===== src/sv/dsc_pkg.sv =====
// shared types and codes for the diophantine solution counter
// used by the sequencer top level and the iterative divide/multiply unit
package dsc_pkg;

  localparam int unsigned WORD_W  = 64;
  localparam int unsigned FIELD_W = 32;
  localparam int unsigned CNT_W   = 33;
  localparam int unsigned IN_W    = 224;
  localparam int unsigned OUT_W   = 200;

  // unit operation codes
  localparam logic OP_DIV = 1'b0;
  localparam logic OP_MUL = 1'b1;

  // control group from the sequencer to the shared unit
  typedef struct packed {
    logic start;
    logic op;
    logic len_full;  // 1: 64 iterations, 0: 32 iterations
  } dsc_ctl_t;

endpackage


===== src/sv/dsc_iter_unit.sv =====
// shared iterative unit: restoring unsigned divide or shift-add multiply, one bit a cycle
// depends on dsc_pkg; both operations run through one 64-bit adder
module dsc_iter_unit import dsc_pkg::*; (
  input  logic              clk,
  input  logic              rst_n,
  input  dsc_ctl_t          ctl,
  input  logic [WORD_W-1:0] opa,     // dividend or multiplicand
  input  logic [WORD_W-1:0] opb,     // divisor or multiplier
  output logic              done,
  output logic [WORD_W-1:0] quot,
  output logic [WORD_W-1:0] rem,
  output logic [WORD_W-1:0] prod
);

  logic              busy_r, busy_nxt;
  logic              done_r, done_nxt;
  logic              op_r, op_nxt;
  logic [6:0]        cnt_r, cnt_nxt;
  logic [WORD_W-1:0] acc_r, acc_nxt;
  logic [WORD_W-1:0] sh_r, sh_nxt;
  logic [WORD_W-1:0] mp_r, mp_nxt;
  logic [WORD_W-1:0] den_r, den_nxt;

  logic [WORD_W-1:0] trial;
  logic [WORD_W-1:0] add_a, add_b;
  logic              add_cin;
  logic [WORD_W:0]   sum;

  // shared adder: subtract for divide, add for multiply
  always_comb begin
    trial   = {acc_r[WORD_W-2:0], sh_r[WORD_W-1]};
    add_a   = (op_r == OP_DIV) ? trial : acc_r;
    add_b   = (op_r == OP_DIV) ? ~den_r : sh_r;
    add_cin = (op_r == OP_DIV);
    sum     = {1'b0, add_a} + {1'b0, add_b} + {{WORD_W{1'b0}}, add_cin};
  end

  // iteration control
  always_comb begin
    busy_nxt = busy_r;
    done_nxt = 1'b0;
    op_nxt   = op_r;
    cnt_nxt  = cnt_r;
    acc_nxt  = acc_r;
    sh_nxt   = sh_r;
    mp_nxt   = mp_r;
    den_nxt  = den_r;
    if (ctl.start) begin
      busy_nxt = 1'b1;
      op_nxt   = ctl.op;
      cnt_nxt  = ctl.len_full ? 7'd64 : 7'd32;
      acc_nxt  = '0;
      den_nxt  = opb;
      if (ctl.op == OP_DIV) begin
        sh_nxt = ctl.len_full ? opa : {opa[WORD_W/2-1:0], {(WORD_W/2){1'b0}}};
        mp_nxt = '0;
      end else begin
        sh_nxt = opa;
        mp_nxt = opb;
      end
    end else if (busy_r) begin
      if (op_r == OP_DIV) begin
        acc_nxt = sum[WORD_W] ? sum[WORD_W-1:0] : trial;
        mp_nxt  = {mp_r[WORD_W-2:0], sum[WORD_W]};
      end else begin
        if (mp_r[0]) begin
          acc_nxt = sum[WORD_W-1:0];
        end
        mp_nxt = {1'b0, mp_r[WORD_W-1:1]};
      end
      sh_nxt  = {sh_r[WORD_W-2:0], 1'b0};
      cnt_nxt = cnt_r - 7'd1;
      if (cnt_r == 7'd1) begin
        busy_nxt = 1'b0;
        done_nxt = 1'b1;
      end
    end
  end

  always_ff @(posedge clk) begin
    if (!rst_n) begin
      busy_r <= 1'b0;
      done_r <= 1'b0;
    end else begin
      busy_r <= busy_nxt;
      done_r <= done_nxt;
    end
    op_r  <= op_nxt;
    cnt_r <= cnt_nxt;
    acc_r <= acc_nxt;
    sh_r  <= sh_nxt;
    mp_r  <= mp_nxt;
    den_r <= den_nxt;
  end

  assign done = done_r;
  assign quot = mp_r;
  assign rem  = acc_r;
  assign prod = acc_r;

endmodule


===== config.mk =====
export PLATFORM = sky130hd
export DESIGN_NAME = dsc_iter_unit
export DESIGN_NICKNAME = d
export VERILOG_FILES = /design/src/sv/dsc_pkg.sv /design/src/sv/dsc_iter_unit.sv
export SDC_FILE = /design/constraint.sdc
export NUM_CORES = 1
export LEC_CHECK = 0
export BUFFER_PORTS_ARGS = -buffer_cell sky130_fd_sc_hd__buf_2
export CORE_ASPECT_RATIO = 0.6
export CORE_UTILIZATION = 57
export CTS_BUF_LIST = sky130_fd_sc_hd__clkbuf_16
export CTS_CLUSTER_DIAMETER = 150
export CTS_CLUSTER_SIZE = 25
export DETAILED_ROUTE_END_ITERATION = 16
export PLACE_DENSITY = 0.86
export SLEW_MARGIN = 20
export SYNTH_ARGS = -nofsm -noshare
export SYNTH_HDL_FRONTEND = slang
export SYNTH_SLANG_ARGS = --single-unit

===== constraint.sdc =====
create_clock -name clk -period 5.7 [get_ports clk]
set_input_delay 0 -clock clk [delete_from_list [all_inputs] [get_ports clk]]
set_output_delay 0 -clock clk [all_outputs]
set_load 0.05 [all_outputs]

## Yosys cells after proc, flatten, opt, wreduce, memory -nomap -nowiden

Index checks and enable logic that the tools add are counted.

| operators by class | value |
|---|---|
| bitwise logic cells | 4 |
| multiply operators | 0 |
| shift operators | 0 |
| add/subtract/negate cells | 3 |
| mux-type cells | 20 |
| order comparisons | 0 |
| divide/modulo/power cells | 0 |
| reduce and logical (&&, ||, !) cells | 3 |
| equal/unequal tests | 2 |

Operator list:

| operator | number |
|---|---|
| two-way mux 64 bit | 13 |
| adder 64 x 64 -> 65 bit | 1 |
| adder 65 x 1 -> 65 bit | 1 |
| inverter 64 bit | 1 |
| two-way mux 7 bit | 3 |
| equality test 7 x 1 -> 1 bit (second input constant) | 1 |
| subtractor 7 x 1 -> 7 bit (second input constant) | 1 |
| two-way mux 1 bit | 4 |
| inverter 1 bit | 3 |
| OR reduction 3 bit | 1 |
| inequality test 2 x 1 -> 1 bit (second input constant) | 1 |
| AND reduction 2 bit | 1 |
| nonzero test 2 bit | 1 |

| storage, ports and cells | value |
|---|---|
| memories kept | 0 |
| word-level logic and storage cells | 40 |
| RAM bits | 0 |
| bits in latches | 0 |
| output and inout bits | 193 |
| bits in registers | 266 |
| ROM bits | 0 |

## Longest topological paths before layout

Gate-level depths: netlist of run 1.

| logic depth | value |
|---|---|
| depth in word-level cells | 7 |
| mapped depth | 19 |
| depth with buffers taken out | 14 |

## Worst setup path before layout of run 1

OpenSTA, ideal clock, no wires.

| path | value |
|---|---|
| path kind | reg2reg |
| from | reg op_r |
| to | reg acc_r[63], in the netlist prod[63] |
| data required time | 5.621 ns |
| period minus slack after synthesis | 4.564 ns |
| path slack | 1.136 ns |
| stages on the path, launching flop included | 19 |
| arrival time | 4.485 ns |
| setup time | 0.079 ns |
| path through | edfxtp_1 clkbuf_1 clkbuf_1 buf_1 o21ai_0 fa_1 fa_1 a211oi_2 o21ai_2 o211ai_1 or4b_4 o2111ai_1 and3b_1 o31a_1 buf_6 buf_6 buf_8 a21oi_2 a211oi_2 |

| between the ends | value |
|---|---|
| word-level cells in the longest chain between the ends | 5 |
| elaborated cells on any way between the ends | 10 |
| classes of those cells | add/sub: 2; eq/ne: 1; mux: 5; bitwise: 1; reduce/logical: 1 |

RTL lines:

| item | RTL line | RTL |
|---|---|---|
| from (decl) | dsc_iter_unit.sv:17 | `logic op_r, op_nxt;` |
| from (signal assigned) | dsc_iter_unit.sv:88 | `op_r <= op_nxt;` |
| two-way mux 64 bit (on tied branches) | dsc_iter_unit.sv:32, dsc_iter_unit.sv:33 |  |
| adder 64 x 64 -> 65 bit | dsc_iter_unit.sv:35 | `sum = {1'b0, add_a} + {1'b0, add_b} + {{WORD_W{1'b0}}, add_cin};` |
| adder 65 x 1 -> 65 bit | dsc_iter_unit.sv:35 |  |
| two-way mux 64 bit (on tied branches) | dsc_iter_unit.sv:63, dsc_iter_unit.sv:66 |  |
| two-way mux 64 bit | dsc_iter_unit.sv:62 | `if (op_r == OP_DIV) begin` |
| to (signal assigned) | dsc_iter_unit.sv:90 | `acc_r <= acc_nxt;` |
| to (decl) | dsc_iter_unit.sv:19 | `logic [WORD_W-1:0] acc_r, acc_nxt;` |

Several ways; a longest one is shown, not always the timed one. The select of a mux whose other input is x is not followed.
A chain may end at the register's enable or synchronous reset.

## Worst setup path after layout of run 1

| path | value |
|---|---|
| from | reg op_r |
| to | reg acc_r[30], in the netlist prod[30] |

The elaborated chain is that of the path after synthesis.

==> flow_results.org, run 1 <==
** Yosys
- Counting every net in the synthesized netlist gives ~2000.
- List of most frequent post-synthesis cells :: nor2_1, edfxtp_1, nand2_1
- Number of warnings printed during yosys synthesis :: 0
- Syn Inst Count :: around 1800
- Dominant cell by count in the synthesized netlist :: nor2_1
- Summing every instance area after synthesis gives 17340 um^2.
- Share of synthesized area occupied by flip-flops and latches :: a little over two fifths
- By area the synthesized netlist is led by edfxtp_1, mux2i_1, dfxtp_1.
- After synthesis, the share of flip-flops with an asynchronous set or reset is 0%.
- Of all cell types, the one taking the most synthesized area is edfxtp_1.
- Mean post-synth cell area :: around 9.5 um^2
- The synthesized design contains 200 enable-type register cells.
- Count of cell types in the netlist :: between 70 and 80
- Among all flip-flop cells after synthesis, the most frequent one is edfxtp_1.
- The synthesized design devotes to its leading area cell type 34.63% of total area.
- After synthesis the netlist holds a flip-flop and latch count of ~270.

** Setup path
- Crit path buffers/inverters :: 3
- The worst setup path is captured at a flip-flop.
- Reg-to-reg critical path endpoint :: prod[30]
- Crit. path cell count :: 15
- Setup slack on the worst flop-to-flop path :: roughly 0.6 ns
- Along the worst path, the maximum fanout reaches 77.
- For this design, the slowest cell found on the critical path is o31a_2.
- By startpoint and endpoint, the worst setup path is classified as flip-flop to flip-flop.
- In this design, the stage delay of the slowest critical-path cell is 0.62 ns.
- The worst register-to-register path begins at op_r.
- Worst-path cell chain :: clkinv_2 -> buf_12 -> mux2i_1 -> ha_1 -> nand4_1 -> nor4_1 -> o211ai_1 -> or4b_4 -> o2111ai_1 -> and3b_1 -> o31a_2 -> buf_4 -> nor2_1 -> a211oi_1 -> nor3_1
- STA puts the critical path data arrival time at roughly 5.5 ns.
- For the worst setup path, the data required time is 6.06 ns.
- Counting cells, the worst reg-to-reg path comes to 15.
- STA classifies the critical path startpoint as a flip-flop.
- Broken down by cell family, the worst path's largest delay share belongs to simple AND/OR/NAND/NOR gates.

** Cells and area
- Layout Utilization :: between 60% and 70%
- Once layout is complete, the cells apart from fillers number around 2600.
- From synthesis to final layout, the design area changed by 18.59%.
- Nets :: around 2300
- Share of cells above drive strength 1 :: ~22%

** Routing
- The count of nets left with antenna violations once routing finished came out at 0.
- Number of vias per cell after detailed routing :: about 6.4
- The first TritonRoute pass finished after 6 iterations.
- The first routing iteration left approximately 2700 violations.
- Final routed wire length divided by cell count :: 24.20 um
- The routed layout has approximately 16000 vias.
- For this block, the routed nets add up to just over 60 mm of wire.
- Number of remaining DRC errors :: 0

** Global route
- GRT overflow :: 0
- Largest net degree at the start of global routing :: around 150
- Highest-utilization routing layer at the global route stage :: met1
- Met3 Use GR :: 15.11%
- Global routing met2 resource utilization :: between 50 and 60%
- The first global-routing pass estimated ~90 mm of wire.
- Global routing used just under 40% of the available tracks across all layers.
- Vias in the first global route :: around 15000
- Global routing consumed, on the met1 layer, between 50% and 60% of the routing resources.
- The initial antenna violation count is 2.

** Floorplanning
- Floorplan die height :: 137.1 um
- In this run the horizontal extent of the chip is about 230 um.
- Core outline area :: approximately 30000 um^2
- Starting density of the core :: approximately 58%
- The floorplan has ~50 rows.
- The die covers 31150 um^2.
- For this design the top-level I/O count stands at 326.

** Clock tree
- TritonCTS created 14 clock buffers.
- CTS tree :: yes
- In this run the deepest clock path goes through 3 buffers.
- Buffers added to address setup during post-CTS repair amount to 0.
- CTS root buffer :: clkbuf_16
- After clock tree synthesis, the clock-pin slew on the worst setup and hold paths is around 0.11 ns.
- Latest clock arrival within the worst-skew pair :: roughly 0.54 ns
- Number of clock sinks seen by CTS :: ~270
- Clock H-tree levels :: 1

** Placement
- Port buffering added around 330 buffers.
- At the end of routability-driven placement, the weighted congestion stood at 1.014.
- OpenSTA, run right after detailed placement, puts the worst setup slack at 0.8293 ns.
- DPL Wire Length :: around 43 mm
- Once placement completed, the tool counted placed cells totaling between 2000 and 2500.

** Timing
- At the pin with the least slew margin, the transition time is 1.086 ns.
- Setup violation total in the final timing report :: 0
- Setup repair after global routing left no endpoint under its margin.
- The worst path uses 89.32% of the clock period.
- The routed design could run at a clock period as short as between 5 and 6 ns.
- After routing, the total negative slack on setup checks comes to 0 ns.
- Max Transition Viols Final :: 0
- Slew Limit Headroom :: 27.62%
- Timing would allow up to between 0.15 and 0.2 GHz.
- Least setup slack across all paths after layout :: a little over 0.6 ns
- Final hold violation count :: 0
- Clock skew on the completed layout was measured at ~0.03 ns.

** Min path
- Hold Path End :: den_r[42]
- Number of stages on the worst hold path :: 1
- The path class of the tightest hold or removal check is input port to flip-flop.
- HP Start :: ctl[2]

** Status
- The flow ran to the end, and the final reports show no timing, DRC or antenna violations.

** Power
- Power spread over the standard cell area amounts to approximately 320 nW/um^2.
- Largest voltage drop on the vdd net :: 0.2589 mV
- Total leakage power :: roughly 9.0 nW
- The design draws around 6.6 mW.

** Run
- Max capacitance violation total :: 0
-- flip-flops by register name, indices dropped and copies added (netlist names) --
signal and count:
op_r 1, den_r 64, cnt_r 7, prod 64, sh_r 64, quot 64
done 1, busy_r 1
-- layer usage --
layer | wire length, um | part of all wire, %
met5 | 10 | 0.016
met2 | 23550 | 38
met4 | 2237 | 3.6
met1 | 26040 | 42
met3 | 10080 | 16
-- power by group --
part	total, mW	internal, mW	switching (mW)	leakage (nW)
Sequential	2.53	2.33	0.207	2.57
Clock	1.13	0.464	0.667	0.228
Combinational	2.89	0.913	1.98	6.22
Total	6.56	3.70	2.85	9.02
-- layout make-up --
| cell class | instances | area (um^2) |
|---|---|---|
| Antenna cell | 3 | 7.507 |
| Clock buffer | 14 | 350.3 |
| Clock inverter | 10 | 57.56 |
| Fill cell | 2187 | 9354 |
| Inverter | 48 | 181.4 |
| Multi-Input combinational cell | 1315 | 8815 |
| Sequential cell | 266 | 7327 |
| Tap cell | 408 | 510.5 |
| Timing Repair Buffer | 495 | 3316 |
-- worst max-delay path by stage --
stage	endpoint	startpoint	slack (ns)
global placement	prod[58]	op_r	0.97
global route	prod[56]	op_r	0.55
detailed placement	prod[27]	op_r	0.83
finish	prod[30]	op_r	0.61
floorplan	prod[63]	op_r	1.14
CTS	prod[30]	op_r	0.78
-- cells in the final DEF (no fill, tap or decap), types with 4 or more instances in the layout --
master / instances
nor4_1: 5
a211oi_1: 52
mux2_2: 64
a21o_1: 48
a21boi_0: 4
nand2b_1: 8
nor3_1: 37
a21oi_2: 4
buf_2: 324
buf_4: 21
a211oi_2: 7
edfxtp_1: 200
mux2i_1: 147
o21ai_1: 4
o211ai_1: 13
and3_1: 9
nor3_2: 4
and2_1: 4
a211o_1: 4
o31ai_1: 6
dlygate4sd3_1: 146
a21oi_1: 146
o21bai_1: 11
inv_1: 55
nor2_1: 201
o21a_1: 8
xnor2_1: 35
clkbuf_16: 14
o22ai_1: 33
nand3_1: 17
dfxtp_1: 66
ha_1: 65
xor2_1: 27
a31oi_1: 10
o21ai_0: 98
nand2_1: 169
nand4_1: 22
-- per-stage QoR --
step                      hold WS, ns  instance area [um^2]
final                         0.04785                 20560
after global routing          0.09693                 20560
after CTS                     0.07712                 20560
after detailed placement       0.1938                 18690
after global placement         0.1960                 18690
after floorplan               0.09887                 17340
-- kinds of logic after synthesis --
group           Yosys count  synth area share [%]
xor+xnor                 62                 3.131
simple gates            498                 12.60
fa+ha+maj                67                 4.921
mux                     211                 12.64
flops                   266                 42.25
compound gates          477                 17.39
buf+inv                 237                 7.063
-- worst reg2reg max path, delay by kind of cell, from the launching register on --
| kind | cells | cell delay, ns |
|---|---|---|
| flops | 1 | 0.51 |
| compound gates | 4 | 1.27 |
| fa+ha+maj | 1 | 0.42 |
| mux | 1 | 0.70 |
| buf+inv | 3 | 0.78 |
| simple gates | 6 | 1.27 |
-- timing repair --
action,4_1_cts,5_1_grt
hold endpoints to repair,197,0
hold buffers,146,0
gates resized for setup,0,0
No activity file was read; power rests on OpenSTA's default activity.
==> inputs of run 2 (changes only) <==
Settings changed: CORE_ASPECT_RATIO 0.6 to default, GPL_TIMING_DRIVEN from default to 1.
Clock period 5.7 ns to 5.3 ns, I/O delays scaled along.
==> run 2 against run 1 <==
Effect of this change: critical endpoint is now prod[47]; largest power group unchanged; combinational power increased by 3%; wire length decreased by 7.3%; power increased by 5.4%; setup slack improved by 0.017 ns; cell count decreased by 0.86%; fmax increased by 8.9%; highest routed layer is now met4.
==> flow_results.org, run 2 (synthesized netlist as in run 1, its figures left out) <==
** Cells and area
- Post-synthesis to final-layout area growth :: 18.34%
- Commonest non-fill, non-tap cells in the layout :: buf_2, nor2_1, edfxtp_1
- At the end of the flow the core is filled with cells to slightly below 70%.
- Cells with a size suffix above 1 make up between 20 and 25% of the layout.
- Most common cell after layout, fill and taps aside :: buf_2
- At the end of the flow, the number of nets in the layout was about 2300.

** Routing
- The first routing iteration left ~1700 violations.
- Met3 routed wirelength :: ~5.5 mm
- Routed length on met2 :: between 20 and 30 mm
- Dividing the detail-routed via count by the number of cells gives about 6.3.
- Final wirelength :: around 57 mm
- After detailed routing, the wire length on met1 is 23.43 mm.
- Routed via count :: 15880
- Final routed wire length divided by cell count :: around 23 um
- The count of nets left with antenna violations once routing finished came out at 0.
- For this run, design rule violations remaining after detail routing come to 0.
- The first TritonRoute pass finished after 6 iterations.
- Routed signal wires occupy layers up through met4.

** Placement
- Routability-driven placement congestion ratio :: between 0.9 and 1
- During placement, the flow inserted port buffers numbering 325.
- DPL Wire Length :: around 39 mm
- Before CTS, the worst setup slack after placement is approximately 0.64 ns.

** Timing
- The worst pin sits at a relative slew slack of 36.25%.
- Setup repair after global routing missed its margin :: false
- Total negative setup slack :: 0 ns
- For the pin with the worst max-slew slack, the measured transition is 0.9562 ns.
- Final Skew :: around 0.04 ns
- Period utilization :: around nine tenths
- The routed design could run at a clock period as short as about 4.7 ns.
- The tightest hold path in the finished design has a slack of 0.02723 ns.
- The final number of max-transition violations came to 0.
- Once routing completed, OpenROAD measured the worst setup slack at about 0.63 ns.
- Achievable clock frequency :: between 0.2 and 0.25 GHz
- The count of final hold-check violations was 0.
- Setup violation total in the final timing report :: 0

** Setup path
- Cell with the biggest individual delay on the critical path :: o31ai_1
- The worst setup path is launched from a flip-flop.
- Crit path max fanout :: 98
- In this run the register-to-register setup slack is ~0.63 ns.
- Crit-path max cell delay :: roughly 0.60 ns
- At the worst endpoint, the arrival time is between 5 and 6 ns.
- Worst-path cell chain :: clkinv_2 -> buf_12 -> mux2i_1 -> ha_1 -> a21oi_1 -> o21ai_0 -> a221o_1 -> a211o_1 -> a32o_1 -> o31ai_1 -> o21ai_0 -> xor2_1 -> mux2i_1 -> a211oi_1
- Top cell family by delay on the critical path :: compound AO/OA/AOI/OAI gates
- Worst setup path class :: flip-flop to flip-flop
- At the worst endpoint, the required time is 5.70 ns.
- The critical path contains buffers and inverters numbering 2 combined.
- STA classifies the critical path endpoint as a flip-flop.

** Clock tree
- Clock H-tree levels :: 1
- CTS tree :: yes
- The clock reaches the later pin of the worst-skew pair after 0.53 ns.
- In this run the post-CTS setup repair buffer count came out at 0.
- In this run the deepest clock path goes through 3 buffers.
- CTS root buffer :: clkbuf_16
- Number of clock sinks seen by CTS :: about 270
- Counting the buffers created by CTS gives 14.
- Reg clk slew, reported paths :: approximately 0.1 ns

** Power
- Internal power :: about 4 mW
- Net switching is a little over two fifths of the power.
- For this design the static power due to leakage is between 8 and 9 nW.
- Net switching power :: between 2 and 3 mW
- The design draws 6.907 mW.
- Per report_power, the clock group accounts for ~18% of the total.
- PwrDens :: 336.6 nW/um^2
- VDD sags by at most 0.2399 mV.
- Per report_power, the sequential group accounts for approximately two fifths of the total.
- Combinational logic is responsible for between 40% and 50% of the overall power.

** Global route
- Largest net degree at the start of global routing :: 140
- Total track usage :: 35.92%
- The via count of the first global-routing pass came to 14680.
- GRT overflow :: 0
- Antenna violations before repair :: 3
- The first global-routing pass estimated 85.24 mm of wire.

** Floorplanning
- Std cell rows :: 63
- Die boundary width :: about 180 um
- The die covers a little over 30000 um^2.
- Starting density of the core :: just under 60%
- Floorplan die height :: about 180 um
- Boundary Pins :: between 300 and 400
- After floorplanning, the core was sized to cover about 30000 um^2.

** Min path
- In this run the worst hold path is classified as input port to flip-flop.

** Status
- The run finished with clean final reports.

** Run
- Max-cap violations in this run came to 0.
==> run 2: cell count changes in the layout (fill, tap and decap cells not counted) <==
cell           change
and2_2             -1
buf_4             -10
diode_2            +1
buf_6              +1
dlygate4sd3_1      +4
and2_4             +1
==> run 2: power by group through the flow <==
stage | logic, mW | clock network (mW) | registers, mW
floorplan | 1.79 | 0 | 3.09
detailed placement | 2.80 | 0 | 2.74
finish | 2.98 | 1.21 | 2.71
CTS | 2.90 | 1.21 | 2.70
global placement | 2.77 | 0 | 2.73
global route | 3.16 | 1.27 | 2.73
==> run 2: what timing repair did <==
action / 4_1_cts / 5_1_grt
hold buffers: 150 / 0
hold endpoints to repair: 196 / 0
resized for setup: 0 / 0
==> run 2: worst paths after layout <==
path	startpoint	cells after the start	endpoint
setup / recovery	op_r	14	prod[47]
hold / removal	ctl[2]	1	den_r[53]
setup reg to reg	op_r	14	prod[47]
hold reg to reg	busy_r	2	done
==> run 2: area by class of cell <==
| cell class | instances | area, um^2 |
|---|---|---|
| Multi-Input combinational cell | 1315 | 8816 |
| Clock buffer | 14 | 350.3 |
| Timing Repair Buffer | 490 | 3292 |
| Tap cell | 390 | 488.0 |
| Fill cell | 2274 | 9274 |
| Antenna cell | 4 | 10.01 |
| Inverter | 48 | 181.4 |
| Sequential cell | 266 | 7327 |
| Clock inverter | 10 | 57.56 |
==> run 2: layer usage <==
layer | vias to the layer above | GRT usage (%)
met3 | 163 | 5.642
met2 | 1027 | 55.79
met4 | 0 | 16.59
met5 | - | 0
li1 | 7193 | -
met1 | 7496 | 49.34
==> run 2: stage by stage <==
| stage | std cells | instance area, um^2 |
|---|---|---|
| floorplan | 1818 | 17340 |
| global placement | 2359 | 18600 |
| detailed placement | 2359 | 18600 |
| CTS | 2533 | 20510 |
| global route | 2537 | 20520 |
| finish | 2537 | 20520 |
==> inputs of run 3 (changes only) <==
Settings changed: CORE_MARGIN from default to 1.5, RECOVER_POWER from default to 100.
==> run 3 against run 2 <==
Effect of this change: the flow now finishes with violations (max-capacitance violations, max-slew violations); via count fell by 0.36%; non-clock buffer count up 4; combinational power decreased by 2%; critical path type unchanged; critical endpoint is now prod[46].
==> flow_results.org, run 3 (synthesized netlist as in run 1, its figures left out) <==
** Status
- Outcome :: complete, but fails checks
- Failing checks :: max-capacitance violations, max-slew violations

** Power
- Across the VDD grid, the largest voltage drop is between 0.2 and 0.3 mV.
- Part of the total power dissipated in combinational logic :: a little over two fifths
- Total leakage power :: around 8.1 nW
- Net switching fraction of the power :: about 42%
- Dividing total power by cell area gives a power density of around 340 nW/um^2.
- The internal power of the cells totals approximately 4 mW.
- Net switching power :: about 2.9 mW
- Total Power Consumption :: between 6 and 7 mW
- Part of the total power dissipated in the clock network :: approximately 18%
- Share of power burned in registers :: approximately two fifths

** Min path
- In this run the worst hold path is classified as input port to flip-flop.

** Clock tree
- The clock passes through at most 3 buffers.
- TritonCTS built the clock tree.
- Reg clk slew, reported paths :: roughly 0.11 ns
- Clock latency on the worst-skew pair, taken at its later pin, is 0.52 ns.
- Count of instances resized after the clock tree is built :: 0
- In this run the clock root is driven by a clkbuf_16.
- Counting the buffers created by CTS gives 14.
- CTS built an H-tree with a depth of 1.
- Clock tree synthesis found a total of between 200 and 300 sinks.

** Floorplanning
- After floorplanning, the core was divided into 63 placement rows.
- Floorplan die area :: 31480 um^2
- For this configuration, the core starts out at a cell density of approximately 58%.
- In this run the standard cell core region covers 29800 um^2.
- Die boundary width :: between 150 and 200 um
- around 330 I/O pins were placed.
- Floorplan die height :: around 180 um

** Cells and area
- Commonest non-fill, non-tap cells in the layout :: clkbuf_1, nor2_1, edfxtp_1
- Summing all non-filler instances in the final layout gives an area of 20190 um^2.
- Filler Cell Count :: ~2400
- Most common cell after layout, fill and taps aside :: clkbuf_1
- The net count of the finished layout is 2339.
- The post-route netlist has under 10% of its cells at a drive strength greater than 1.
- Relative to the synthesized area, the layout overhead comes to 16.41%.

** Routing
- The routed layout has about 16000 vias.
- Using the TritonRoute via totals, the vias-per-cell ratio works out to ~6.2.
- Number of remaining DRC errors :: 0
- Remaining antenna violation count :: 0
- Before antenna repair, the detailed router went through 7 iterations.
- The detailed router finished its first iteration with ~1800 violations.
- After detailed routing, the total wire length is 56.58 mm.
- Dividing the detail-routed wire length by the instance count gives between 20 and 25 um.

** Global route
- Wire length of the first global-routing pass :: approximately 85 mm
- Antenna violations before repair :: 4
- The via count of the first global-routing pass came to between 10000 and 15000.
- Entering global routing, the biggest net connects 138 pins.
- Summed over all layers, the global routing overflow is 0.
- In the global route stage, overall resource usage came out at a little over a third.

** Setup path
- Crit path buffers/inverters :: 3
- The worst setup path is of the flip-flop to flip-flop kind.
- On the critical path, the stage with the largest delay is an instance of or4b_1.
- Endpoint type of the worst setup path :: flip-flop
- Counting stages on the worst path, the most repeated cell is buf_12.
- At the worst endpoint, the required time is approximately 5.7 ns.
- Element type at the critical path start :: flip-flop
- Walking the worst path, the cells encountered are buf_12 -> buf_4 -> mux2_2 -> ha_1 -> a21oi_1 -> o21ba_1 -> o32ai_1 -> or4b_1 -> o2111ai_1 -> and3b_1 -> o31a_2 -> buf_12 -> nor2_1 -> a211oi_1 -> nor3_2.
- In this design, the stage delay of the slowest critical-path cell is 0.62 ns.
- Of all nets on the critical path, the largest fanout is roughly 110.
- For the worst setup path, the data arrival time is 5.31 ns.
- Grouping stages by cell kind, the critical path spends the most delay in compound AO/OA/AOI/OAI gates.

** Placement
- Once placement finished, the instance area stood at roughly 19000 um^2.
- Routability-driven placement congestion ratio :: just under 1
- Port bufs :: approximately 330
- Summed over all nets, the half-perimeter wirelength after detailed placement is slightly below 40 mm.

** Timing
- The worst path uses slightly above 90% of the clock period.
- Hold timing on the final database bottoms out at a slack of around 0.075 ns.
- Setup violation total in the final timing report :: 0
- Slew of the pin with the lowest slew margin :: ~4.2 ns
- Final hold violation count :: 0
- For the finished layout, the period the worst path requires is 4.940 ns.
- Setup total negative slack on the finished layout was measured at 0 ns.
- Max Transition Viols Final :: roughly 260
- For the final database, setup skew stands at around 0.031 ns.
- The worst pin sits at a relative slew slack of -181.6%.
- Timing would allow up to 0.2024 GHz.
- Setup repair after global routing left no endpoint under its margin.

** Run
- Across the run, the number of max-cap violations was 4.
[run 3: changes by cell type in the layout (fill, tap and decap cells not counted), moves of 2 or more]
cell,change
clkbuf_1,+255
buf_2,-253
a211oi_1,+5
a211oi_2,-5
clkbuf_2,+3
dlygate4sd3_1,-3
buf_4,+2
diode_2,+2
[run 3: power by group through the flow]
| stage | Clock, mW | Combinational [mW] | Sequential (mW) |
|---|---|---|---|
| after floorplan | 0 | 1.79 | 3.09 |
| after global placement | 0 | 2.76 | 2.73 |
| after detailed placement | 0 | 2.79 | 2.74 |
| after CTS | 1.23 | 2.89 | 2.70 |
| after global routing | 1.30 | 3.11 | 2.74 |
| final | 1.23 | 2.91 | 2.72 |
[run 3: layout make-up]
cell class	instances	area, um^2	area share (%)
diodes	6	15.01	0.07438
clock buffers	15	375.4	1.859
clock inverters	9	41.29	0.2045
inverters	48	181.4	0.8987
multi-input cells	1315	8767	43.43
flip-flops and latches	266	7327	36.30
well taps	390	488.0	2.417
repair buffers	494	2992	14.82
[run 3: final timing paths]
kind	start	end	slack [ns]	depth (start not counted)
hold / removal	opa[50]	sh_r[50]	0.07	3
hold reg to reg	busy_r	done	0.53	2
setup / recovery	op_r	prod[46]	0.36	15
setup reg to reg	op_r	prod[46]	0.36	15
[run 3: stage by stage]
step / utilization [%] / worst slack (ns) / instances
after floorplan: - / 0.7359 / 1818
after global placement: 62.64 / 0.5766 / 2366
after detailed placement: 62.64 / 0.5141 / 2366
after CTS: 68.94 / 0.4682 / 2536
after global routing: 67.73 / 0.09926 / 2541
final: 67.75 / 0.3599 / 2543
[run 3: metal layers]
metal | global-route usage (%) | vias up | share of wire (%)
li1 | - | 7206 | -
met1 | 50.90 | 7482 | 42
met2 | 53.69 | 1000 | 44
met3 | 4.563 | 134 | 10
met4 | 12.29 | 0 | 4.0
met5 | 0 | - | 0
[run 3: timing repair]
item                      4_1_cts  5_1_grt
hold endpoints to repair      193        1
hold buffers                  146        1
buffers inserted                0        0
[run 3: worst min-delay path, stage by stage]
cell and delay, ns:
buf_2 0.11, mux2i_1 0.12, a21oi_1 0.20
